File: src/rtl/assert_macros.svh
// ============================================================================
// Assertion macros
// Shorthand for clocked, reset-qualified concurrent assertions.
// ============================================================================
`ifndef ASSERT_MACROS_SVH
`define ASSERT_MACROS_SVH

// Same-cycle implication, checked at every rising edge outside reset.
`define AALW_ASSERT_NOW(label, ante, cons, msg) \
	label: assert property (@(posedge clk) disable iff (!arst_n) (ante) |-> (cons)) \
		else $error(msg);

// Next-cycle implication, checked at every rising edge outside reset.
`define AALW_ASSERT_NEXT(label, ante, cons, msg) \
	label: assert property (@(posedge clk) disable iff (!arst_n) (ante) |=> (cons)) \
		else $error(msg);

`endif

File: src/rtl/aalw_pkg.sv
// ============================================================================
// aalw_pkg
// Shared types and constants of the ANSI-aware line wrapper.
// ============================================================================
`default_nettype none

package aalw_pkg;

	localparam logic [7:0] ESC_BYTE  = 8'h1B;
	localparam logic [7:0] CSI_BYTE  = 8'h5B;
	localparam logic [7:0] FINAL_LO  = 8'h40;
	localparam logic [7:0] FINAL_HI  = 8'h7E;
	localparam logic [7:0] UTF8_MASK = 8'hC0;
	localparam logic [7:0] UTF8_CONT = 8'h80;

	localparam int COL_W = 10;
	localparam int ROW_W = 8;
	localparam int CFG_DATA_W = 10;

	localparam logic [COL_W-1:0] WRAP_WIDTH_RESET = 10'd80;
	localparam logic [ROW_W-1:0] ROW_LIMIT_RESET  = 8'd24;

	localparam int MAX_RESULTS = 3;
	localparam int RES_IDX_W   = $clog2(MAX_RESULTS);
	localparam int RES_CNT_W   = $clog2(MAX_RESULTS + 1);

	localparam int QUEUE_DEPTH = 4;
	localparam int QPTR_W      = $clog2(QUEUE_DEPTH);
	localparam int QCNT_W      = $clog2(QUEUE_DEPTH + 1);

	typedef enum logic [1:0] {
		KIND_SEQ  = 2'd0,
		KIND_CONT = 2'd1,
		KIND_VIS  = 2'd2,
		KIND_END  = 2'd3
	} kind_t;

	typedef enum logic [0:0] {
		CFG_WRAP_WIDTH = 1'b0,
		CFG_ROW_LIMIT  = 1'b1
	} cfg_idx_t;

	typedef struct packed {
		logic                  we;
		cfg_idx_t              index;
		logic [CFG_DATA_W-1:0] data;
	} cfg_wr_t;

	typedef struct packed {
		logic [7:0] in_byte;
		logic       has_byte;
		logic       line_end;
	} in_item_t;

	typedef struct packed {
		logic [7:0]       out_byte;
		kind_t            kind;
		logic [ROW_W-1:0] row;
		logic [COL_W-1:0] column;
		logic             new_row;
		logic [ROW_W-1:0] rows_used;
		logic             last;
	} out_item_t;

	// One result as placed by the front end; rows_used and last are added later.
	typedef struct packed {
		logic [7:0]       out_byte;
		kind_t            kind;
		logic [ROW_W-1:0] row;
		logic [COL_W-1:0] column;
		logic             new_row;
	} res_t;

	// All results caused by one accepted item, in order.
	typedef struct packed {
		res_t [MAX_RESULTS-1:0] res;
		logic [RES_CNT_W-1:0]   count;
	} bundle_t;

	typedef struct packed {
		logic full;
		logic empty;
	} q_status_t;

endpackage

`default_nettype wire

File: src/rtl/aalw_front.sv
// ============================================================================
// aalw_front
// Classifies each item and places its bytes on rows and columns.
// ============================================================================
`default_nettype none

module aalw_front (
	input  wire                  clk,
	input  wire                  arst_n,
	input  aalw_pkg::cfg_wr_t    cfg,
	input  wire                  in_valid,
	output logic                 in_ready,
	input  aalw_pkg::in_item_t   in_item,
	input  aalw_pkg::q_status_t  q_status,
	output logic                 push,
	output aalw_pkg::bundle_t    push_bundle
);
	import aalw_pkg::*;

	typedef struct packed {
		logic             esc_pending;
		logic             in_sequence;
		logic [COL_W-1:0] columns_used;
		logic [ROW_W-1:0] current_row;
		logic             stopped;
	} wrap_state_t;

	typedef struct packed {
		wrap_state_t st;
		bundle_t     bd;
	} work_t;

	logic [COL_W-1:0] wrap_width_q;
	logic [ROW_W-1:0] row_limit_q;
	wrap_state_t      state_q;
	work_t            work;
	logic [COL_W-1:0] wid;
	logic [ROW_W-1:0] lim;
	logic             accept;

	function automatic work_t emit_res(work_t w, logic [7:0] b, kind_t k,
			logic [COL_W-1:0] col, logic nr);
		work_t r;
		r = w;
		if (r.bd.count != RES_CNT_W'(MAX_RESULTS)) begin
			r.bd.res[r.bd.count[RES_IDX_W-1:0]] = '{out_byte: b, kind: k,
				row: r.st.current_row, column: col, new_row: nr};
			r.bd.count = r.bd.count + 1'b1;
		end
		return r;
	endfunction

	function automatic work_t visible(work_t w, logic [7:0] b,
			logic [COL_W-1:0] wd, logic [ROW_W-1:0] lm);
		work_t r;
		logic  go;
		logic  nr;
		r  = w;
		go = !r.st.stopped;
		nr = 1'b0;
		if (go && (r.st.columns_used >= wd)) begin
			if (({1'b0, r.st.current_row} + 1'b1) >= {1'b0, lm}) begin
				r.st.stopped = 1'b1;
				go = 1'b0;
			end else begin
				r.st.current_row  = r.st.current_row + 1'b1;
				r.st.columns_used = '0;
				nr = 1'b1;
			end
		end
		if (go) begin
			r = emit_res(r, b, KIND_VIS, r.st.columns_used, nr);
			r.st.columns_used = r.st.columns_used + 1'b1;
		end
		return r;
	endfunction

	function automatic work_t byte_step(work_t w, logic [7:0] b,
			logic [COL_W-1:0] wd, logic [ROW_W-1:0] lm);
		work_t r;
		r = w;
		if (!r.st.stopped) begin
			if (r.st.in_sequence) begin
				r = emit_res(r, b, KIND_SEQ, '0, 1'b0);
				if (b >= FINAL_LO && b <= FINAL_HI) begin
					r.st.in_sequence = 1'b0;
				end
			end else if (b == ESC_BYTE) begin
				r.st.esc_pending = 1'b1;
			end else if ((b & UTF8_MASK) == UTF8_CONT) begin
				r = emit_res(r, b, KIND_CONT, '0, 1'b0);
			end else begin
				r = visible(r, b, wd, lm);
			end
		end
		return r;
	endfunction

	// A zero setting behaves as one.
	assign wid = (wrap_width_q == '0) ? COL_W'(1) : wrap_width_q;
	assign lim = (row_limit_q == '0) ? ROW_W'(1) : row_limit_q;

	always_comb begin
		work    = '0;
		work.st = state_q;
		if (in_item.has_byte) begin
			if (work.st.esc_pending) begin
				work.st.esc_pending = 1'b0;
				if (in_item.in_byte == CSI_BYTE) begin
					if (!work.st.stopped) begin
						work = emit_res(work, ESC_BYTE, KIND_SEQ, '0, 1'b0);
						work = emit_res(work, in_item.in_byte, KIND_SEQ, '0, 1'b0);
						work.st.in_sequence = 1'b1;
					end
				end else begin
					work = visible(work, ESC_BYTE, wid, lim);
					work = byte_step(work, in_item.in_byte, wid, lim);
				end
			end else begin
				work = byte_step(work, in_item.in_byte, wid, lim);
			end
		end
		if (in_item.line_end) begin
			if (work.st.esc_pending) begin
				work.st.esc_pending = 1'b0;
				work = visible(work, ESC_BYTE, wid, lim);
			end
			work    = emit_res(work, 8'h00, KIND_END, '0, 1'b0);
			work.st = '0;
		end
	end

	assign in_ready    = !q_status.full;
	assign accept      = in_valid && in_ready;
	assign push        = accept && (work.bd.count != '0);
	assign push_bundle = work.bd;

	always_ff @(posedge clk or negedge arst_n) begin
		if (!arst_n) begin
			state_q      <= '0;
			wrap_width_q <= WRAP_WIDTH_RESET;
			row_limit_q  <= ROW_LIMIT_RESET;
		end else begin
			if (accept) begin
				state_q <= work.st;
			end
			if (cfg.we) begin
				unique case (cfg.index)
					CFG_WRAP_WIDTH: wrap_width_q <= cfg.data[COL_W-1:0];
					CFG_ROW_LIMIT:  row_limit_q  <= cfg.data[ROW_W-1:0];
					default: ;
				endcase
			end
		end
	end

endmodule

`default_nettype wire

File: src/rtl/aalw_queue.sv
// ============================================================================
// aalw_queue
// Short queue of result bundles between the front and back ends.
// ============================================================================
`default_nettype none

module aalw_queue (
	input  wire                  clk,
	input  wire                  arst_n,
	input  wire                  push,
	input  aalw_pkg::bundle_t    push_bundle,
	input  wire                  pop,
	output aalw_pkg::bundle_t    head,
	output aalw_pkg::q_status_t  status
);
	import aalw_pkg::*;

	bundle_t           mem_q [QUEUE_DEPTH];
	logic [QPTR_W-1:0] wr_ptr_q;
	logic [QPTR_W-1:0] rd_ptr_q;
	logic [QCNT_W-1:0] count_q;

	function automatic logic [QPTR_W-1:0] ptr_next(logic [QPTR_W-1:0] p);
		return (p == QPTR_W'(QUEUE_DEPTH - 1)) ? '0 : p + 1'b1;
	endfunction

	assign head         = mem_q[rd_ptr_q];
	assign status.full  = (count_q == QCNT_W'(QUEUE_DEPTH));
	assign status.empty = (count_q == '0);

	always_ff @(posedge clk) begin
		if (push) begin
			mem_q[wr_ptr_q] <= push_bundle;
		end
	end

	always_ff @(posedge clk or negedge arst_n) begin
		if (!arst_n) begin
			wr_ptr_q <= '0;
			rd_ptr_q <= '0;
			count_q  <= '0;
		end else begin
			if (push) begin
				wr_ptr_q <= ptr_next(wr_ptr_q);
			end
			if (pop) begin
				rd_ptr_q <= ptr_next(rd_ptr_q);
			end
			if (push && !pop) begin
				count_q <= count_q + 1'b1;
			end else if (pop && !push) begin
				count_q <= count_q - 1'b1;
			end
		end
	end

endmodule

`default_nettype wire

File: src/rtl/aalw_back.sv
// ============================================================================
// aalw_back
// Unpacks queued bundles into single result items behind an output register.
// ============================================================================
`default_nettype none

module aalw_back (
	input  wire                  clk,
	input  wire                  arst_n,
	input  aalw_pkg::q_status_t  q_status,
	input  aalw_pkg::bundle_t    head,
	output logic                 pop,
	output logic                 out_valid,
	input  wire                  out_ready,
	output aalw_pkg::out_item_t  out_item
);
	import aalw_pkg::*;

	logic [RES_IDX_W-1:0] idx_q;
	logic                 out_valid_q;
	out_item_t            out_item_q;
	res_t                 cur;
	logic                 is_last;
	logic                 take;

	assign cur     = head.res[idx_q];
	assign is_last = (idx_q == RES_IDX_W'(head.count - 1'b1));
	assign take    = !q_status.empty && (!out_valid_q || out_ready);
	assign pop     = take && is_last;

	assign out_valid = out_valid_q;
	assign out_item  = out_item_q;

	always_ff @(posedge clk) begin
		if (take) begin
			out_item_q.out_byte  <= cur.out_byte;
			out_item_q.kind      <= cur.kind;
			out_item_q.row       <= cur.row;
			out_item_q.column    <= cur.column;
			out_item_q.new_row   <= cur.new_row;
			out_item_q.rows_used <= cur.row + 1'b1;
			out_item_q.last      <= is_last;
		end
	end

	always_ff @(posedge clk or negedge arst_n) begin
		if (!arst_n) begin
			idx_q       <= '0;
			out_valid_q <= 1'b0;
		end else begin
			if (take) begin
				out_valid_q <= 1'b1;
				idx_q       <= is_last ? '0 : idx_q + 1'b1;
			end else if (out_ready) begin
				out_valid_q <= 1'b0;
			end
		end
	end

endmodule

`default_nettype wire

File: src/rtl/ansi_aware_line_wrapper.sv
// ============================================================================
// ansi_aware_line_wrapper
// Wraps the bytes of a text line into rows, skipping ESC '[' sequences and
// UTF-8 continuation bytes when counting columns.
// ============================================================================
//
// Channel  Direction  Handshake             Payload
// -------  ---------  --------------------  ---------------------------------
// in       input      in_valid / in_ready   in_item  (byte, has_byte, line_end)
// out      output     out_valid / out_ready out_item (byte, kind, row, column,
//                                                     new_row, rows_used, last)
// cfg      input      cfg_wr_en             cfg_index, cfg_wdata
//
// An item is accepted whenever the bundle queue has room; its bundle is
// written to the queue, then its results pass through the output register.
// Results leave at one per cycle while out_ready is high, so an item causing
// two or three results (a held ESC, an ESC '[' pair or a line end) yields
// that many output items; the four-entry bundle queue absorbs these bursts.
// Reset restores the width to 80 and the row limit to 24 and clears all
// line state; no clearing pass is needed. A stalled output fills the queue
// and only then drops in_ready.
// ============================================================================
`default_nettype none

`include "assert_macros.svh"

module ansi_aware_line_wrapper (
	input  wire                                   clk,
	input  wire                                   arst_n,
	input  wire                                   in_valid,
	output logic                                  in_ready,
	input  aalw_pkg::in_item_t                    in_item,
	output logic                                  out_valid,
	input  wire                                   out_ready,
	output aalw_pkg::out_item_t                   out_item,
	input  wire                                   cfg_wr_en,
	input  aalw_pkg::cfg_idx_t                    cfg_index,
	input  wire [aalw_pkg::CFG_DATA_W-1:0]        cfg_wdata
);
	import aalw_pkg::*;

	cfg_wr_t   cfg;
	q_status_t q_status;
	logic      push;
	bundle_t   push_bundle;
	logic      pop;
	bundle_t   head;

	// The configuration write travels to the front end as one group.
	assign cfg.we    = cfg_wr_en;
	assign cfg.index = cfg_index;
	assign cfg.data  = cfg_wdata;

	// The front end keeps all line state: it resolves a held ESC against the
	// next byte, tracks whether a control sequence is open, and places each
	// visible character on a row and column. Every result an item causes is
	// gathered into one bundle.
	aalw_front u_front (
		.clk         (clk),
		.arst_n      (arst_n),
		.cfg         (cfg),
		.in_valid    (in_valid),
		.in_ready    (in_ready),
		.in_item     (in_item),
		.q_status    (q_status),
		.push        (push),
		.push_bundle (push_bundle)
	);

	// Bundles wait here, so the input keeps flowing while the output stalls, until the queue is full.
	aalw_queue u_queue (
		.clk         (clk),
		.arst_n      (arst_n),
		.push        (push),
		.push_bundle (push_bundle),
		.pop         (pop),
		.head        (head),
		.status      (q_status)
	);

	// The back end hands out one result per cycle while out_ready is high and
	// marks the last one of each bundle.
	aalw_back u_back (
		.clk       (clk),
		.arst_n    (arst_n),
		.q_status  (q_status),
		.head      (head),
		.pop       (pop),
		.out_valid (out_valid),
		.out_ready (out_ready),
		.out_item  (out_item)
	);

	// The front end never writes into a full queue.
	`AALW_ASSERT_NOW(a_no_push_full, push, !q_status.full, "push into full queue")
	// A pushed bundle is there to be read in the next cycle.
	`AALW_ASSERT_NEXT(a_push_fills, push, !q_status.empty, "queue empty after push")
	// The line end result always closes its item.
	`AALW_ASSERT_NOW(a_end_is_last, out_valid && (out_item.kind == KIND_END),
		out_item.last, "line end result not marked last")
	// A wrap always puts the character in the first column.
	`AALW_ASSERT_NOW(a_wrap_col0, out_valid && out_item.new_row,
		(out_item.kind == KIND_VIS) && (out_item.column == '0),
		"wrap without visible character at column zero")

endmodule

`default_nettype wire
File: config.mk
export PLATFORM = sky130hd
export DESIGN_NAME = ansi_aware_line_wrapper
export DESIGN_NICKNAME = d
export VERILOG_FILES = /design/src/rtl/aalw_pkg.sv /design/src/rtl/aalw_front.sv /design/src/rtl/aalw_queue.sv /design/src/rtl/aalw_back.sv /design/src/rtl/ansi_aware_line_wrapper.sv
export VERILOG_INCLUDE_DIRS = /design/src /design/src/rtl
export SDC_FILE = /design/constraint.sdc
export NUM_CORES = 1
export LEC_CHECK = 0
export CELL_PAD_IN_SITES_DETAIL_PLACEMENT = 2
export CELL_PAD_IN_SITES_GLOBAL_PLACEMENT = 2
export CORE_ASPECT_RATIO = 0.8
export CORE_MARGIN = 10
export CORE_UTILIZATION = 30
export CTS_CLUSTER_DIAMETER = 30
export DETAILED_ROUTE_END_ITERATION = 12
export DONT_BUFFER_PORTS = 1
export GPL_ROUTABILITY_DRIVEN = 0
export GPL_TIMING_DRIVEN = 0
export PLACE_DENSITY_LB_ADDON = 0.1
export SETUP_SLACK_MARGIN = 0.3
export SYNTH_ARGS = -nofsm -noshare
export SYNTH_HDL_FRONTEND = slang
export SYNTH_SLANG_ARGS = --single-unit
export TNS_END_PERCENT = 1
File: constraint.sdc
create_clock -name clk -period 22 [get_ports clk]
set_input_delay 2.2 -clock clk [delete_from_list [all_inputs] [get_ports clk]]
set_output_delay 2.2 -clock clk [all_outputs]
set_load 0.005 [all_outputs]
==> results of run 1 <==
-- per-layer routing --
layer | GRT usage, % | up-vias | share of wire, %
met5 | 0 | - | 0
met2 | 30.1 | 369 | 45
met3 | 4.95 | 118 | 5.8
li1 | - | 6828 | -
met4 | 5.02 | 0 | 2.1
met1 | 26.6 | 8099 | 47
-- per-stage QoR --
stage | hold slack (ns) | total power, mW
2_1_floorplan | 0.464 | 1.64
3_3_place_gp | 0.483 | 1.94
3_5_place_dp | 0.496 | 1.95
4_1_cts | 0.504 | 3.35
5_1_grt | 0.527 | 3.46
6_report | 0.499 | 3.29
-- power groups by stage --
stage	clock network, mW	logic (mW)	registers (mW)
2_1_floorplan	0	0.541	1.10
3_3_place_gp	0	0.808	1.13
5_1_grt	1.44	0.903	1.12
3_5_place_dp	0	0.836	1.12
6_report	1.37	0.819	1.10
4_1_cts	1.40	0.842	1.11
-- kinds of logic (layout without fill, tap and decap cells) --
group | after synthesis | in the layout | synth area share [%]
multiplexers | 131 | 131 | 10.9
AND/OR/NAND/NOR | 464 | 464 | 10.8
adder cells (fa/ha/maj) | 69 | 69 | 4.02
buffers and inverters | 143 | 315 | 2.69
other | 1 | 48 | 0.0173
AO/OA/AOI/OAI | 402 | 402 | 13.1
flip-flops | 415 | 415 | 56.5
XOR/XNOR | 50 | 50 | 2.06
-- area by class of cell --
class                      instances  area, sq um  area share, %
inverter                          53          201          0.767
multi-input combinational       1164         9040           34.4
buffer                            90          382           1.45
tap                              945         1180           4.50
timing repair buffer               5          130          0.495
clock buffer                     113         2420           9.22
sequential                       415        12200           46.5
clock inverter                    54          691           2.63
-- critical path, delay by kind of cell (launching register included) --
| kind | cells | cell delay (ns) |
|---|---|---|
| and+or+nand+nor | 17 | 4.60 |
| AOI/OAI and AO/OA | 12 | 3.75 |
| buffers and inverters | 7 | 1.80 |
| adders and majority gates | 6 | 1.80 |
| xor gates and xnor gates | 4 | 0.85 |
| muxes | 1 | 0.70 |
| DFF | 1 | 0.59 |
-- cell usage after synthesis, types with 13 or more instances --
cell | instances | area, sq um
sky130_fd_sc_hd__a22o_1 | 15 | 131
sky130_fd_sc_hd__nor3_1 | 30 | 150
sky130_fd_sc_hd__and3_1 | 15 | 93.8
sky130_fd_sc_hd__o22ai_1 | 25 | 156
sky130_fd_sc_hd__mux4_2 | 82 | 1850
sky130_fd_sc_hd__dfrtp_1 | 45 | 1130
sky130_fd_sc_hd__inv_1 | 51 | 191
sky130_fd_sc_hd__ha_1 | 68 | 851
sky130_fd_sc_hd__buf_1 | 13 | 48.8
sky130_fd_sc_hd__mux2_2 | 13 | 146
sky130_fd_sc_hd__edfxtp_1 | 366 | 11000
sky130_fd_sc_hd__mux2i_1 | 35 | 350
sky130_fd_sc_hd__xnor2_1 | 29 | 254
sky130_fd_sc_hd__and2_1 | 21 | 131
sky130_fd_sc_hd__o21ai_0 | 110 | 551
sky130_fd_sc_hd__nand2_1 | 161 | 604
sky130_fd_sc_hd__xor2_1 | 20 | 175
sky130_fd_sc_hd__nand3_1 | 35 | 175
sky130_fd_sc_hd__nand2b_1 | 17 | 106
sky130_fd_sc_hd__a21oi_1 | 64 | 320
sky130_fd_sc_hd__a22oi_1 | 19 | 143
sky130_fd_sc_hd__clkbuf_1 | 63 | 236
sky130_fd_sc_hd__nand4_1 | 13 | 81.3
sky130_fd_sc_hd__nor2_1 | 93 | 349
-- flip-flops by register name (all words and copies together) (netlist names) --
name	count
u_queue.mem_q	328
u_back.out_item	38
u_front.state_q	21
u_front.wrap_width_q	10
u_front.row_limit_q	8
u_queue.count_q	3
u_back.idx_q	2
u_queue.rd_ptr_q	2
u_queue.wr_ptr_q	2
u_back.out_valid	1
-- worst min path at each step --
| stage | endpoint | slack [ns] | depth (start not counted) | start |
|---|---|---|---|---|
| after floorplan | u_queue.count_q[2] | 0.46 | 1 | u_queue.count_q[2] |
| after global placement | u_queue.count_q[2] | 0.48 | 1 | u_queue.count_q[2] |
| after detailed placement | u_front.row_limit_q[1] | 0.50 | 1 | u_front.row_limit_q[1] |
| after CTS | u_queue.count_q[2] | 0.50 | 1 | u_queue.count_q[2] |
| after global routing | u_front.row_limit_q[1] | 0.53 | 1 | u_front.row_limit_q[1] |
| final | u_front.row_limit_q[1] | 0.50 | 1 | u_front.row_limit_q[1] |
==> impl_metrics.json, run 1 <==
{
  "status": "finished with violations",
  "violations": "capacitance limit",
  "drt_drc_violations_left": 0,
  "postSynthRegisterBits": 415,
  "seq_area_frac_synth_pct": 56.5,
  "n_fill_cell": 7371,
  "postLayoutSetupSlackWorst_ns": 7.61,
  "die-width_um": 320,
  "numPortBuffers": 0,
  "timing.reg2reg.setup_slack_ns": 7.61,
  "wirelength_um": 80700,
  "timing.critical_path.fanout_max": 10,
  "timing.setup.tns_ns": 0,
  "finalWorstPathRequiredPeriod_ns": 14.39,
  "post_syn_instances": 1675,
  "reg2regPathDepth": 47,
  "cts_inserted_buffers": 91,
  "post_synth_edffs": 366,
  "first_pass_iters": 5,
  "worstMarginPinSlew_ns": 1.45,
  "dpl.hpwl_um": 59000,
  "report.final.slew_viol_count": 0,
  "tritoncts": "yes",
  "start_util_pct": 30.2,
  "finalInstanceArea_sq_um": 26300,
  "routed_via_density": 5.43,
  "global_route.overflow_total": 0,
  "synth_async_sr_flop_share_pct": 11.8,
  "power.sequential.fraction_pct": 33.4,
  "clock_skew_ns": 0.0310,
  "cts_root_buf": "sky130_fd_sc_hd__clkbuf_16",
  "worst_setup_path_endpoint": "u_queue.mem_q[0][49]",
  "place_ws_ns": 7.76,
  "final_nets": 1915,
  "standard_cell_with_the_maximum_stage_delay_on_the_critical_path": "sky130_fd_sc_hd__a211oi_1",
  "ctsLongestPathBuffers": 3,
  "antenna_found_initial": 1,
  "core_area_sq_um": 71800,
  "hold_viol": 0,
  "cell_internal_pwr_mw": 2.28,
  "cp-start-kind": "register",
  "synthesis.area_per_instance_sq_um": 12.9,
  "irDropWorstVdd_v": 0.0000647,
  "worst_setup_hold_path_clk_slew_ns": 0.04,
  "post_route_cells_drive_above_1_share_pct": 17.1,
  "cp_slowest_stage_delay_ns": 0.77,
  "cap_viol_max_count": 1,
  "worstReg2RegStart": "u_front.state_q[1]",
  "worstHoldPathType": "reg -> reg",
  "power.share.switching_pct": 30.8,
  "routed_wire_length_per_instance_um": 28.4,
  "endpoint_kind_of_the_worst_setup_timing_path": "register",
  "overall_track_demand_over_capacity_in_global_routing_pct": 19.3,
  "final_min_period_over_clock_period_pct": 65.4,
  "vias": 15414,
  "final_core_occ_pct": 36.6,
  "cts_htree_levels": 3,
  "pin_count": 66,
  "timing.critical_path.mode_cell": "sky130_fd_sc_hd__ha_1",
  "yosysWarnings": 0,
  "dpl_cell_area_sq_um": 23200,
  "maxSlewHeadroom_pct": 2.89,
  "layout.cells.most_common": "sky130_fd_sc_hd__edfxtp_1",
  "grt_pass1_wl_um": 119000,
  "n_antenna_cell": 0,
  "placed_cells_incl_taps": 2672,
  "most-common-layout-cells": "sky130_fd_sc_hd__edfxtp_1, sky130_fd_sc_hd__nand2_1, sky130_fd_sc_hd__o21ai_0, sky130_fd_sc_hd__clkbuf_16, sky130_fd_sc_hd__nor2_1",
  "powerDensity_nw_per_um2": 125,
  "cts_resized": 0,
  "grt_max_degree": 53,
  "static-leakage-power_nw": 9.25,
  "postRouteAntennaNets": 0,
  "ys_types": 108,
  "layout-area-overhead-vs-synth_pct": 21.4,
  "p_switching_mw": 1.02,
  "clock_latency_ns": 0.64,
  "criticalPathCategory": "reg -> reg",
  "clock_sink_count": 415,
  "setup-violations-final": 0,
  "stdcell_count": 2839,
  "crit_start": "u_front.state_q[1]",
  "grt_setup_unrepaired": "no",
  "hold_buffers": 0,
  "grt_pass1_vias": 16907,
  "postSynth.topFlopCell": "sky130_fd_sc_hd__edfxtp_1",
  "p_clk_share_pct": 41.7,
  "worstPathRequired_ns": 22.38,
  "pwr-share-comb_pct": 24.9,
  "timing.critical_path.arrival_ns": 14.77,
  "die_area_sq_um": 83400,
  "clock.fmax_mhz": 69.5,
  "drt_first_iter_violations": 1179,
  "worstReg2RegEnd": "u_queue.mem_q[0][49]",
  "die_y_um": 260,
  "syn-cell-area_sq_um": 21600,
  "post_cts_setup_inserts": 0,
  "core.rowCount": 88
}
Power figures use the tool's default switching activity.
==> run 2, diff against run 1 <==
ABC_AREA = 1   (was not set)
clock period = 13.4 ns   (was 22 ns; I/O delays follow)
==> impl_metrics.json, run 2 <==
{
  "status": "finished with violations",
  "violations": "capacitance limit",
  "postRouteAntennaNets": 0,
  "cts_inserted_buffers": 92,
  "worstMarginPinSlew_ns": 1.47,
  "synthDominantAreaCellType": "sky130_fd_sc_hd__edfxtp_1",
  "grt_pass1_vias": 20632,
  "criticalPathCategory": "reg -> reg",
  "cts_root_buf": "sky130_fd_sc_hd__clkbuf_16",
  "layout.cells.most_common": "sky130_fd_sc_hd__nand2_1",
  "cts_resized": 0,
  "layout-area-overhead-vs-synth_pct": 22.5,
  "ys_types": 71,
  "static-leakage-power_nw": 10.6,
  "yosysWarnings": 0,
  "n_antenna_cell": 0,
  "worstReg2RegStart": "u_front.state_q[1]",
  "synth_top_area_share_pct": 49.3,
  "cap_viol_max_count": 1,
  "report.final.slew_viol_count": 0,
  "synth_most_common_cell": "sky130_fd_sc_hd__nand2_1",
  "most-common-layout-cells": "sky130_fd_sc_hd__nand2_1, sky130_fd_sc_hd__edfxtp_1, sky130_fd_sc_hd__o21ai_0, sky130_fd_sc_hd__nor2_1, sky130_fd_sc_hd__inv_1",
  "top_register": "u_queue.mem_q",
  "final_nets": 2612,
  "postSynth.topFlopCell": "sky130_fd_sc_hd__edfxtp_1",
  "timing.critical_path.mode_cell": "sky130_fd_sc_hd__nand2_1",
  "pin_count": 66,
  "maxSlewHeadroom_pct": 0.807,
  "timing.critical_path.fanout_max": 10,
  "routed_wire_length_per_instance_um": 26.6,
  "groute.layer.met1.usage_pct": 29.1,
  "largest_register_ff_count": 328,
  "setup-violations-final": 0,
  "timing.critical_path.arrival_ns": 12.42,
  "hold-worst-slack_ns": 0.403,
  "timing.reg2reg.setup_slack_ns": 1.31,
  "grt_max_degree": 50,
  "cp_slowest_stage_delay_ns": 0.82,
  "final_core_occ_pct": 37.1,
  "synth_async_sr_flop_share_pct": 11.8,
  "post_route_cells_drive_above_1_share_pct": 10.9,
  "final_min_period_over_clock_period_pct": 90.2,
  "synth_commonest_cells": "sky130_fd_sc_hd__nand2_1, sky130_fd_sc_hd__edfxtp_1, sky130_fd_sc_hd__o21ai_0",
  "postSynthRegisterBits": 415,
  "start_util_pct": 30.3,
  "core_area_sq_um": 73700,
  "cts_htree_levels": 3,
  "endpoint_kind_of_the_worst_setup_timing_path": "register",
  "clock_latency_ns": 0.65,
  "vias": 19093,
  "worstReg2RegEnd": "u_queue.mem_q[2][77]",
  "finalInstanceArea_sq_um": 27300,
  "irDropWorstVdd_v": 0.000109,
  "first_pass_iters": 6,
  "core.rowCount": 89,
  "ctsLongestPathBuffers": 3,
  "drt_first_iter_violations": 1393,
  "overall_track_demand_over_capacity_in_global_routing_pct": 21.7,
  "routed_via_density": 5.32,
  "syn-cell-area_sq_um": 22300,
  "die-width_um": 325,
  "reg2regPathDepth": 57,
  "clock.fmax_mhz": 82.7,
  "drt_drc_violations_left": 0,
  "clock_skew_ns": 0.0341,
  "n_fill_cell": 8080,
  "wirelength_um": 95700,
  "finalWorstPathRequiredPeriod_ns": 12.09,
  "synthesis.area_per_instance_sq_um": 9.45,
  "tritoncts": "yes",
  "yosys-top-cells-area": "sky130_fd_sc_hd__edfxtp_1, sky130_fd_sc_hd__nand2_1, sky130_fd_sc_hd__o21ai_0",
  "worst_setup_hold_path_clk_slew_ns": 0.04,
  "clock_sink_count": 415,
  "grt_setup_unrepaired": "no",
  "global_route.overflow_total": 0,
  "antenna_found_initial": 2,
  "cp-start-kind": "register",
  "hold_buffers": 0,
  "grt_use_met2_pct": 34.6,
  "post_synth_edffs": 366,
  "hold_viol": 0,
  "seq_area_frac_synth_pct": 54.8,
  "post_syn_instances": 2360,
  "grt_pass1_wl_um": 141000,
  "die_area_sq_um": 85700,
  "worstPathRequired_ns": 13.73,
  "standard_cell_with_the_maximum_stage_delay_on_the_critical_path": "sky130_fd_sc_hd__a21oi_1",
  "powerDensity_nw_per_um2": 232,
  "die_y_um": 264,
  "dpl_cell_area_sq_um": 24100,
  "totalPowerFinal_mw": 6.33,
  "post_cts_setup_inserts": 0,
  "grt_most_used_layer": "met2",
  "dpl.hpwl_um": 70900,
  "numPortBuffers": 0,
  "groute.layer.met3.usage_pct": 4.25,
  "worstHoldPathType": "in -> async"
}
-- run 2: changes by cell type in the layout (fill, tap and decap cells not counted), moves of 40 or more --
| cell | previous run | this run |
|---|---|---|
| sky130_fd_sc_hd__inv_1 | 51 | 176 |
| sky130_fd_sc_hd__mux4_2 | 82 | 0 |
| sky130_fd_sc_hd__nand2_1 | 161 | 447 |
| sky130_fd_sc_hd__nand3_1 | 35 | 98 |
| sky130_fd_sc_hd__nor2_1 | 93 | 261 |
| sky130_fd_sc_hd__o21ai_0 | 110 | 286 |
| sky130_fd_sc_hd__o221ai_1 | 5 | 45 |
-- run 2: worst max-delay path, delay by kind of cell, from the launching register on --
kind | cells | cell delay (ns)
buf+inv | 5 | 0.72
fa+ha+maj | 6 | 1.65
compound gates | 16 | 3.65
simple gates | 28 | 4.21
xor+xnor | 2 | 0.96
flops | 1 | 0.57
-- run 2: per-stage QoR --
stage	setup slack [ns]	setup TNS [ns]	std cells
5_1_grt	0.567	0	3591
6_report	1.31	0	3591
3_5_place_dp	1.42	0	3423
2_1_floorplan	3.87	0	2407
3_3_place_gp	-1.92	-563.25	3408
4_1_cts	1.35	0	3590
-- run 2: worst max-delay path by stage --
stage | start | end | slack [ns] | depth (start not counted)
2_1_floorplan | u_front.state_q[1] | u_queue.mem_q[0][0] | 3.87 | 41
3_3_place_gp | u_front.state_q[1] | u_queue.mem_q[3][76] | -1.92 | 43
3_5_place_dp | u_front.state_q[1] | u_queue.mem_q[3][77] | 1.42 | 57
4_1_cts | u_front.state_q[1] | u_queue.mem_q[3][77] | 1.35 | 57
5_1_grt | u_front.state_q[1] | u_queue.mem_q[0][77] | 0.57 | 57
6_report | u_front.state_q[1] | u_queue.mem_q[2][77] | 1.31 | 57
-- run 2: layout make-up --
cell class	instances	area, sq um	share of cell area [%]
Buffer	122	512	1.87
Clock buffer	104	2410	8.81
Clock inverter	63	835	3.05
Inverter	197	744	2.72
Multi-Input combinational cell	1673	9040	33.1
Sequential cell	415	12200	44.7
Tap cell	1001	1250	4.58
Timing Repair Buffer	16	328	1.20
-- run 2: kinds of logic (layout without fill, tap and decap cells) --
kind of cell | Yosys count | after routing | synth area share [%]
simple gates | 942 | 942 | 18.8
compound gates | 593 | 593 | 16.1
flops | 415 | 415 | 54.8
buf+inv | 319 | 502 | 5.63
fa+ha+maj | 69 | 69 | 3.90
xor+xnor | 21 | 21 | 0.824
other cells | 1 | 48 | 0.0168
-- run 2: where the power goes --
group / total, mW / internal [mW] / switching (mW)
clock network: 2.37 / 1.58 / 0.786
logic: 2.11 / 0.556 / 1.55
registers: 1.85 / 1.74 / 0.118
total: 6.33 / 3.87 / 2.46
-- run 2: per-layer routing --
| metal | wire, um | vias to the layer above | part of all wire, % |
|---|---|---|---|
| met3 | 4990 | 165 | 5.2 |
| met2 | 43200 | 475 | 45 |
| met4 | 3310 | 0 | 3.5 |
| met5 | 0 | - | 0 |
| met1 | 44200 | 9757 | 46 |
| li1 | - | 8696 | - |
==> run 3, diff against run 2 <==
--- a/config.mk
+++ b/config.mk
@@ -14,4 +14,5 @@
 export CORE_UTILIZATION = 30
 export CTS_CLUSTER_DIAMETER = 30
+export CTS_CLUSTER_SIZE = 14
 export DETAILED_ROUTE_END_ITERATION = 12
 export DONT_BUFFER_PORTS = 1
==> constraint.sdc (replaced) <==
create_clock -name clk -period 13.4 [get_ports clk]
set_input_delay 2.68 -clock clk [delete_from_list [all_inputs] [get_ports clk]]
set_output_delay 2.68 -clock clk [all_outputs]
set_load 0.005 [all_outputs]
==> impl_metrics.json, run 3 (synthesis results as in run 2) <==
{
  "detail_route.wirelength.met1_um": 44300,
  "drt_first_iter_violations": 1396,
  "wirelength_um": 96600,
  "dpl.hpwl_um": 70900,
  "clock_skew_ns": 0.0656,
  "cell_internal_pwr_mw": 3.85,
  "setup-violations-final": 0,
  "reg2regPathDepth": 57,
  "pwr-share-comb_pct": 33.5,
  "clock_sink_count": 415,
  "met2RoutedLength_um": 43900,
  "worstReg2RegEnd": "u_queue.mem_q[3][77]",
  "antenna_found_initial": 2,
  "cp-start-kind": "register",
  "vias": 19112,
  "hold_buffers": 0,
  "grt_max_degree": 50,
  "most-common-layout-cells": "sky130_fd_sc_hd__nand2_1, sky130_fd_sc_hd__edfxtp_1, sky130_fd_sc_hd__o21ai_0, sky130_fd_sc_hd__nor2_1, sky130_fd_sc_hd__inv_1",
  "power.sequential.fraction_pct": 29.3,
  "cap_viol_max_count": 0,
  "drt_drc_violations_left": 0,
  "critical_path_cell_count": 57,
  "die-width_um": 325,
  "totalPowerFinal_mw": 6.32,
  "p_switching_mw": 2.47,
  "static-leakage-power_nw": 10.6,
  "cts_root_buf": "sky130_fd_sc_hd__clkbuf_16",
  "critPathBufInv": 5,
  "worst_hold_startpoint": "u_front.row_limit_q[6]",
  "global_route.overflow_total": 0,
  "numPortBuffers": 0,
  "post_cts_setup_inserts": 0,
  "tritoncts": "yes",
  "final_nets": 2612,
  "clock.fmax_mhz": 82.6,
  "grt_pass1_wl_um": 141000,
  "timing.critical_path.fanout_max": 10,
  "start_util_pct": 30.3,
  "criticalPathCategory": "reg -> reg",
  "cts_inserted_buffers": 92,
  "endpoint_kind_of_the_worst_setup_timing_path": "register",
  "hold_path_end": "u_front.row_limit_q[6]",
  "worstPathRequired_ns": 13.74,
  "power.share.switching_pct": 39.1,
  "cp_top_family": "simple AND/OR/NAND/NOR gates",
  "grt_setup_unrepaired": "no",
  "cts_resized": 0,
  "grt_pass1_vias": 20680,
  "standard_cell_with_the_maximum_stage_delay_on_the_critical_path": "sky130_fd_sc_hd__a21oi_1",
  "postRouteAntennaNets": 0,
  "ctsLongestPathBuffers": 3,
  "hold_viol": 0,
  "routed_via_density": 5.32,
  "status": "finished, final reports clean",
  "post_route_cells_drive_above_1_share_pct": 11.0,
  "clock_latency_ns": 0.67,
  "core.rowCount": 89,
  "irDropWorstVdd_v": 0.000109,
  "report.final.slew_viol_count": 0,
  "final_min_period_over_clock_period_pct": 90.3,
  "overall_track_demand_over_capacity_in_global_routing_pct": 21.9,
  "pin_count": 66,
  "highest_layer": "met4",
  "timing.critical_path.mode_cell": "sky130_fd_sc_hd__nand2_1",
  "p_clk_share_pct": 37.2,
  "top_register": "u_queue.mem_q",
  "powerDensity_nw_per_um2": 231,
  "die_area_sq_um": 85700,
  "worstMarginPinSlew_ns": 1.25,
  "cts_htree_levels": 3,
  "worstHoldPathType": "reg -> reg",
  "finalWorstPathRequiredPeriod_ns": 12.10,
  "layout.cells.most_common": "sky130_fd_sc_hd__nand2_1",
  "timing.critical_path.arrival_ns": 12.44,
  "die_y_um": 264,
  "largest_register_ff_count": 328,
  "cp_slowest_stage_delay_ns": 0.81,
  "maxSlewHeadroom_pct": 14.4,
  "layout-area-overhead-vs-synth_pct": 22.4,
  "worst_setup_hold_path_clk_slew_ns": 0.05,
  "timing.reg2reg.setup_slack_ns": 1.30,
  "routed_wire_length_per_instance_um": 26.9,
  "first_pass_iters": 5,
  "worstReg2RegStart": "u_front.state_q[1]",
  "whs_path_depth": 2,
  "hold-worst-slack_ns": 0.482,
  "core_area_sq_um": 73700,
  "route.met3.wl_um": 5210
}
==> run 3: tightest hold or removal path: stages, from the launching register on <==
cell,delay [ns]
sky130_fd_sc_hd__dfrtp_1,0.33
sky130_fd_sc_hd__nand2_1,0.05
sky130_fd_sc_hd__o21ai_0,0.06
==> run 3: worst max-delay path by stage <==
stage,startpoint,end,slack (ns)
global route,u_front.state_q[1],u_queue.mem_q[0][77],0.46
global placement,u_front.state_q[1],u_queue.mem_q[3][76],-1.92
floorplan,u_front.state_q[1],u_queue.mem_q[0][0],3.87
detailed placement,u_front.state_q[1],u_queue.mem_q[3][77],1.42
finish,u_front.state_q[1],u_queue.mem_q[3][77],1.30
CTS,u_front.state_q[1],u_queue.mem_q[3][77],1.30
==> run 3: layer usage <==
metal	up-vias	track usage [%]
met3	154	4.40
met5	-	0
met1	9797	29.3
met4	0	7.57
li1	8697	-
met2	464	35.0
==> run 3: stage by stage <==
step	instances	area, sq um	setup TNS [ns]	util, %	setup slack (ns)
2_1_floorplan	2407	22500	0	-	3.87
3_3_place_gp	3408	23700	-563.25	32.2	-1.92
3_5_place_dp	3423	24100	0	32.7	1.42
4_1_cts	3590	27300	0	37.0	1.30
5_1_grt	3591	27300	0	37.0	0.464
6_report	3592	27300	0	37.1	1.30
==> run 3: power groups by stage <==
stage | registers [mW] | logic [mW] | clock network (mW)
after floorplan | 1.85 | 1.22 | 0
after global placement | 1.92 | 1.98 | 0
after detailed placement | 1.88 | 2.11 | 0
after CTS | 1.86 | 2.14 | 2.39
after global routing | 1.88 | 2.34 | 2.44
final | 1.85 | 2.12 | 2.35
==> run 3: layout make-up <==
cell class | count | area, sq um
flip-flops and latches | 415 | 12200
clock inverters | 65 | 826
fillers | 8082 | 46400
plain buffers | 122 | 512
well taps | 1001 | 1250
multi-input cells | 1673 | 9050
diodes | 1 | 2.50
inverters | 197 | 744
repair buffers | 16 | 328
clock buffers | 102 | 2380
